`src/hw/rtl/lag_pkg.sv`:
```
`default_nettype none
// ----------------------------------------------------------------------------
// lag_pkg: shared types and constants of the Langton's ant grid stepper
// Grid sizes, item and result formats, ant state, headings and controller
// states used by the RAM, the ant register file and the core.
// ----------------------------------------------------------------------------
package lag_pkg;

   // Grid sides are powers of two, given by their logarithm (3..8).
   localparam int ZONES       = 4;
   localparam int GRID_W_LOG2 = 6;
   localparam int GRID_H_LOG2 = 6;
   localparam int GRID_W      = 1 << GRID_W_LOG2;
   localparam int GRID_H      = 1 << GRID_H_LOG2;
   localparam int ANT_START   = 32;

   localparam int COL_W     = GRID_W_LOG2;
   localparam int ROW_W     = GRID_H_LOG2;
   localparam int ZONE_AW   = (ZONES > 1) ? $clog2(ZONES) : 1;
   localparam int RAM_AW    = ZONE_AW + ROW_W;
   localparam int RAM_DEPTH = ZONES * GRID_H;

   // Coordinates run from -1 to the grid size and must also hold the start point.
   localparam int COORD_MAG = (GRID_W_LOG2 > GRID_H_LOG2) ?
                              ((GRID_W_LOG2 > 6) ? GRID_W_LOG2 : 6) :
                              ((GRID_H_LOG2 > 6) ? GRID_H_LOG2 : 6);
   localparam int COORD_W   = COORD_MAG + 2;

   typedef logic signed [COORD_W-1:0] coord_type;
   typedef logic [ZONE_AW-1:0]        zone_idx_type;
   typedef logic [RAM_AW-1:0]         ram_addr_type;
   typedef logic [GRID_W-1:0]         grid_row_type;

   localparam coord_type COORD_ZERO  = coord_type'(0);
   localparam coord_type COORD_ONE   = coord_type'(1);
   localparam coord_type COL_LIMIT   = coord_type'(GRID_W);
   localparam coord_type ROW_LIMIT   = coord_type'(GRID_H);
   localparam coord_type COL_LAST    = coord_type'(GRID_W - 1);
   localparam coord_type ROW_LAST    = coord_type'(GRID_H - 1);
   localparam coord_type COORD_START = coord_type'(ANT_START);

   localparam logic KIND_STEP  = 1'b0;
   localparam logic KIND_PROBE = 1'b1;

   typedef enum logic [1:0] {
      DIR_NORTH,
      DIR_EAST,
      DIR_SOUTH,
      DIR_WEST
   } dir_type;

   typedef enum logic [1:0] {
      ST_CLEAR,
      ST_IDLE,
      ST_EXEC
   } state_type;

   typedef struct packed {
      logic       kind;
      logic [1:0] zone;
      logic [5:0] column;
      logic [5:0] row_shift;
   } req_type;

   typedef struct packed {
      logic              cell_res;
      logic signed [7:0] ant_x;
      logic signed [7:0] ant_y;
      logic [1:0]        ant_dir;
   } rsp_type;

   typedef struct packed {
      coord_type col;
      coord_type row;
      dir_type   dir;
   } ant_type;

   typedef struct packed {
      logic         en;
      zone_idx_type zone;
      ant_type      ant;
   } ant_wr_type;

   // Two's complement view of a coordinate in the 8-bit result field.
   function automatic logic signed [7:0] to_out8(coord_type c);
      logic signed [31:0] t;
      t = 32'(c);
      return t[7:0];
   endfunction

endpackage
`default_nettype wire

```
`src/hw/rtl/lag_ant_file.sv`:
```
`default_nettype none
// ----------------------------------------------------------------------------
// lag_ant_file: per-zone ant position and heading
// Holds one ant per zone in flip-flops, read at one zone and written at one.
// ----------------------------------------------------------------------------
module lag_ant_file (
   input  wire logic                  clock,
   input  wire logic                  reset,
   input  wire lag_pkg::zone_idx_type rd_zone,
   output lag_pkg::ant_type           rd_ant,
   input  wire lag_pkg::ant_wr_type   wr
);
   import lag_pkg::*;

   ant_type ant_ff [ZONES];

   always_ff @(posedge clock) begin
      if (reset) begin
         for (int z = 0; z < ZONES; z++) begin
            ant_ff[z].col <= COORD_START;
            ant_ff[z].row <= COORD_START;
            ant_ff[z].dir <= DIR_NORTH;
         end
      end else if (wr.en) begin
         ant_ff[wr.zone] <= wr.ant;
      end
   end

   assign rd_ant = ant_ff[rd_zone];

endmodule
`default_nettype wire

```
`config.mk`:
```
export PLATFORM = sky130hd
export DESIGN_NAME = lag_ant_file
export DESIGN_NICKNAME = d
export VERILOG_FILES = /design/src/hw/rtl/lag_pkg.sv /design/src/hw/rtl/lag_ant_file.sv
export SDC_FILE = /design/constraint.sdc
export NUM_CORES = 1
export LEC_CHECK = 0
export ABC_AREA = 0
export BUFFER_PORTS_ARGS = -buffer_cell sky130_fd_sc_hd__buf_2
export CORE_ASPECT_RATIO = 0.9
export CORE_MARGIN = 10
export CORE_UTILIZATION = 64
export CTS_BUF_LIST = sky130_fd_sc_hd__clkbuf_2
export DETAILED_ROUTE_END_ITERATION = 8
export PLACE_DENSITY_LB_ADDON = 0.12
export SYNTH_ARGS = -nofsm -noshare
export SYNTH_HDL_FRONTEND = slang
export SYNTH_SLANG_ARGS = --single-unit
```
`constraint.sdc`:
```
create_clock -name clock -period 3.4 [get_ports clock]
set_clock_uncertainty 0.1 [all_clocks]
set_input_delay 0.34 -clock clock [delete_from_list [all_inputs] [get_ports clock]]
set_output_delay 0.34 -clock clock [all_outputs]
set_load 0.05 [all_outputs]
```
### Word-level counts from Yosys, hierarchy flattened

Memory sizes are Yosys's and may differ from the RTL's.
Index checks and enable logic that the tools add are counted.

| operators by class | value |
|---|---|
| mux-type cells | 8 |
| div/mod/pow operators | 0 |
| bitwise gates (word level) | 0 |
| reductions and logical operators | 1 |
| multiply operators | 0 |
| shifts and indexed selects | 0 |
| order comparisons | 0 |
| add/sub/neg operators | 0 |
| equal/unequal tests | 0 |

Operators with widths:

| operator | number |
|---|---|
| 18-bit two-way mux | 1 |
| 18-bit OR reduction | 1 |
| 1-bit two-way mux | 6 |
| 2-bit two-way mux | 1 |

| storage, ports and cells | value |
|---|---|
| ROM bits | 0 |
| flip-flop bits (word level) | 0 |
| input port bits | 25 |
| memories | 1 |
| bits in latches | 0 |
| bits in writable memories | 72 |

Memory list:

| memory | depth | width | read ports | clocked after memory_dff | write ports | line | text |
|---|---|---|---|---|---|---|---|
| ant_ff | 4 | 18 | 1 | 0 | 4 | lag_ant_file.sv:15 | `ant_type ant_ff [ZONES];` |

### Longest topological paths before layout

| depth | value |
|---|---|
| depth after elaboration | 5 |
| mapped depth | 5 |

### Worst setup path before layout

OpenSTA, ideal clock, no wires.

| timing path | value |
|---|---|
| path kind | input-to-output |
| start | input rd_zone[0] |
| end | output rd_ant[0] in the netlist's numbering |
| stages on the path | 2 |
| slack | 1.688 ns |
| required time | 2.960 ns |
| path buffers | 1 |
| arrival | 1.272 ns |
| cell sequence | buf_6 mux4_1 |

RTL lines:

| what | line | text |
|---|---|---|
| start: declaration | lag_ant_file.sv:9 | `input wire lag_pkg::zone_idx_type rd_zone,` |
| end: declaration | lag_ant_file.sv:10 | `output lag_pkg::ant_type rd_ant,` |

==> metrics.txt <==
sequential area share after synthesis=67.7%; Fin. Hold Viols=0; crit path buf inv count=2; pin count of the biggest net entering global routing=23; ant diodes=0; IO Pins=43; CP most frequent cell=buf_2; routed wire length=about 6600 um; total CTS buffers=9; first-pass GRT wire length=a little over 10000 um; max reg flops=between 70 and 80; Syn-to-layout area delta=9.45%; Tmin final=roughly 2100 ps; clk sink count=72; crit-path max FO=18; clk buf depth=2; critical path class=in2out; fillcell total=roughly 330; Synth top area share=67.7%; vias in the first global route=around 2000; worst hold margin=51.2 ps; core area=slightly below 5000 um^2; post-route cell area=between 3000 and 4000 um^2; WP data arrival=around 1700 ps; Peak VDD IR=around 0.00035 V; worst slack at placement=about 1200 ps; Flop pwr share=a little under three fifths; clock root buffer=clkbuf_2; grt ovf=0; Util after Layout=72.3%; biggest regs=ant_ff: 72 flops; Worst Hold Depth=3; Top reg by flops=ant_ff; Post-DP HPWL=4200 um; cts hold-fix bufs=0; hold endpoint=ant_ff[1][15]; Combinational Power Share=~14%; Crit path required time=between 2000 and 3000 ps; Total GRT Usage=between 15 and 20%; Cells after Synth=around 210; drt pass-1 iters=4; unrepaired setup endpoints after global routing=false; Worst-path clk slew=180 ps; antenna violations before repair=0; max-cap viol count=0; Yosys warnings=0; worst hold start=wr[15]; Max Fclk=between 0.4 and 0.5 GHz; share of layout cells above drive strength 1=26.5%; Cell variety after synth=20; DIE HEIGHT=~87 um; CTS tree=done; syn_nets=~230; 1st-iter DRT viols=203; final setup margin=1270 ps; Post-synth EDFFs=72; chip width=94.4 um; Critical Path Source Type=primary input; post-route clock period utilization=between 60 and 70%; Net Sw Frac=a little over a quarter; asr flop ratio synth=0%; Clk network pwr share=approximately 28%; Setup crit end kind=output port; effective utilization at floorplan=66.0%; crit path cell chain=buf_2 > mux4_1 > buf_2; Max transition margin=a little over two fifths; via count=about 1900; crit-path leading delay family=buffers and inverters; slowest cell on the critical path=mux4_1; internal power consumption=between 1 and 1.5 mW; placed inst area=around 3400 um^2; Slew Viols, Final=0; count leader, synth=edfxtp_1; Cell Pwr Density=between 500 and 600 nW/um^2; slowest cell delay on critical path=approximately 640 ps; Synth top cells by count=edfxtp_1 (72), nor2_1 (65), nand3b_1 (16), mux4_2 (10), mux4_1 (8); cell area after synthesis=around 3200 um^2; # rows=24; Net Switching=approximately 0.5 mW; Via-to-Cell Ratio=5.93; post-CTS setup buffers=0; Final ANT Viol Nets=0; H-tree depth=3; GP Congestion=approximately 0.73; Mean Syn Cell Area=15.3 um^2; register bit count reported by yosys=~70; Setup Viol. Count Final=0; outcome=completed; TNS Setup=0 ps; Slew @ Worst Pin=841 ps; leak pwr=1.26 nW; Residual DRC=0; Worst Hold Class=in2reg; ys flop type=edfxtp_1; Port Buffers=42; DR WL/cell=21.0 um; cell taking the most area after synthesis=edfxtp_1; total die area=about 8000 um^2; post-cts sizing count=0; synth top area cells=edfxtp_1 (68%), nor2_1 (7.6%), mux4_2 (7.1%); Final #Nets=269
## cell usage in the layout, fill, tap and decap left out, drive strengths merged
cell type / synthesis / layout
a21o: 3 / 3
a31o: 1 / 1
buf: 9 / 42
bufinv: 0 / 2
clkbuf: 8 / 11
clkinv: 0 / 3
edfxtp: 72 / 72
mux4: 18 / 18
nand2: 7 / 7
nand2b: 2 / 2
nand3: 2 / 2
nand3b: 16 / 16
nor2: 65 / 65
nor2b: 2 / 2
nor3b: 2 / 2
or2: 1 / 1
## routing by layer
layer  global-route usage, %  vias up  wire length (um)
li1                        -      847                 -
met1                    20.9      918              2570
met2                    27.8       89              3290
met3                    4.83        9               647
met4                    6.62        0                89
met5                       0        -                 0
## worst max-delay path by stage
stage	from	endpoint	slack [ps]	depth (start not counted)
2_1_floorplan	rd_zone[0]	rd_ant[0]	1690	2
3_3_place_gp	rd_zone[0]	rd_ant[2]	1240	3
3_5_place_dp	rd_zone[0]	rd_ant[2]	1240	3
4_1_cts	rd_zone[0]	rd_ant[2]	1240	3
5_1_grt	rd_zone[0]	rd_ant[2]	1190	3
6_report	rd_zone[0]	rd_ant[2]	1270	3
## kinds of logic after synthesis
kind of cell / count (synthesis) / share of synthesized area, %
simple gates: 97 / 14.0
flops: 72 / 67.7
mux: 18 / 13.6
buf+inv: 17 / 3.65
compound gates: 4 / 0.980
## power groups by stage
stage	clock network (mW)	logic [mW]	registers [mW]
after floorplan	0	0.213	1.07
after global placement	0	0.268	1.07
after detailed placement	0	0.272	1.08
after CTS	0.526	0.273	1.06
after global routing	0.557	0.285	1.07
final	0.529	0.269	1.06
## metrics by stage
step	total power, mW	instances
floorplan	1.28	208
finish	1.86	314
global placement	1.34	298
global route	1.91	314
detailed placement	1.35	298
CTS	1.86	314
## final cells by class
class                      instances  area (um^2)  share of cell area, %
tap                               65         81.3                   2.33
clock buffer                      11         55.1                   1.58
clock inverter                     5         71.3                   2.04
sequential                        72         2160                   61.9
timing repair buffer              42          210                   6.02
multi-input combinational        119          913                   26.1
Power figures use the tool's default switching activity.
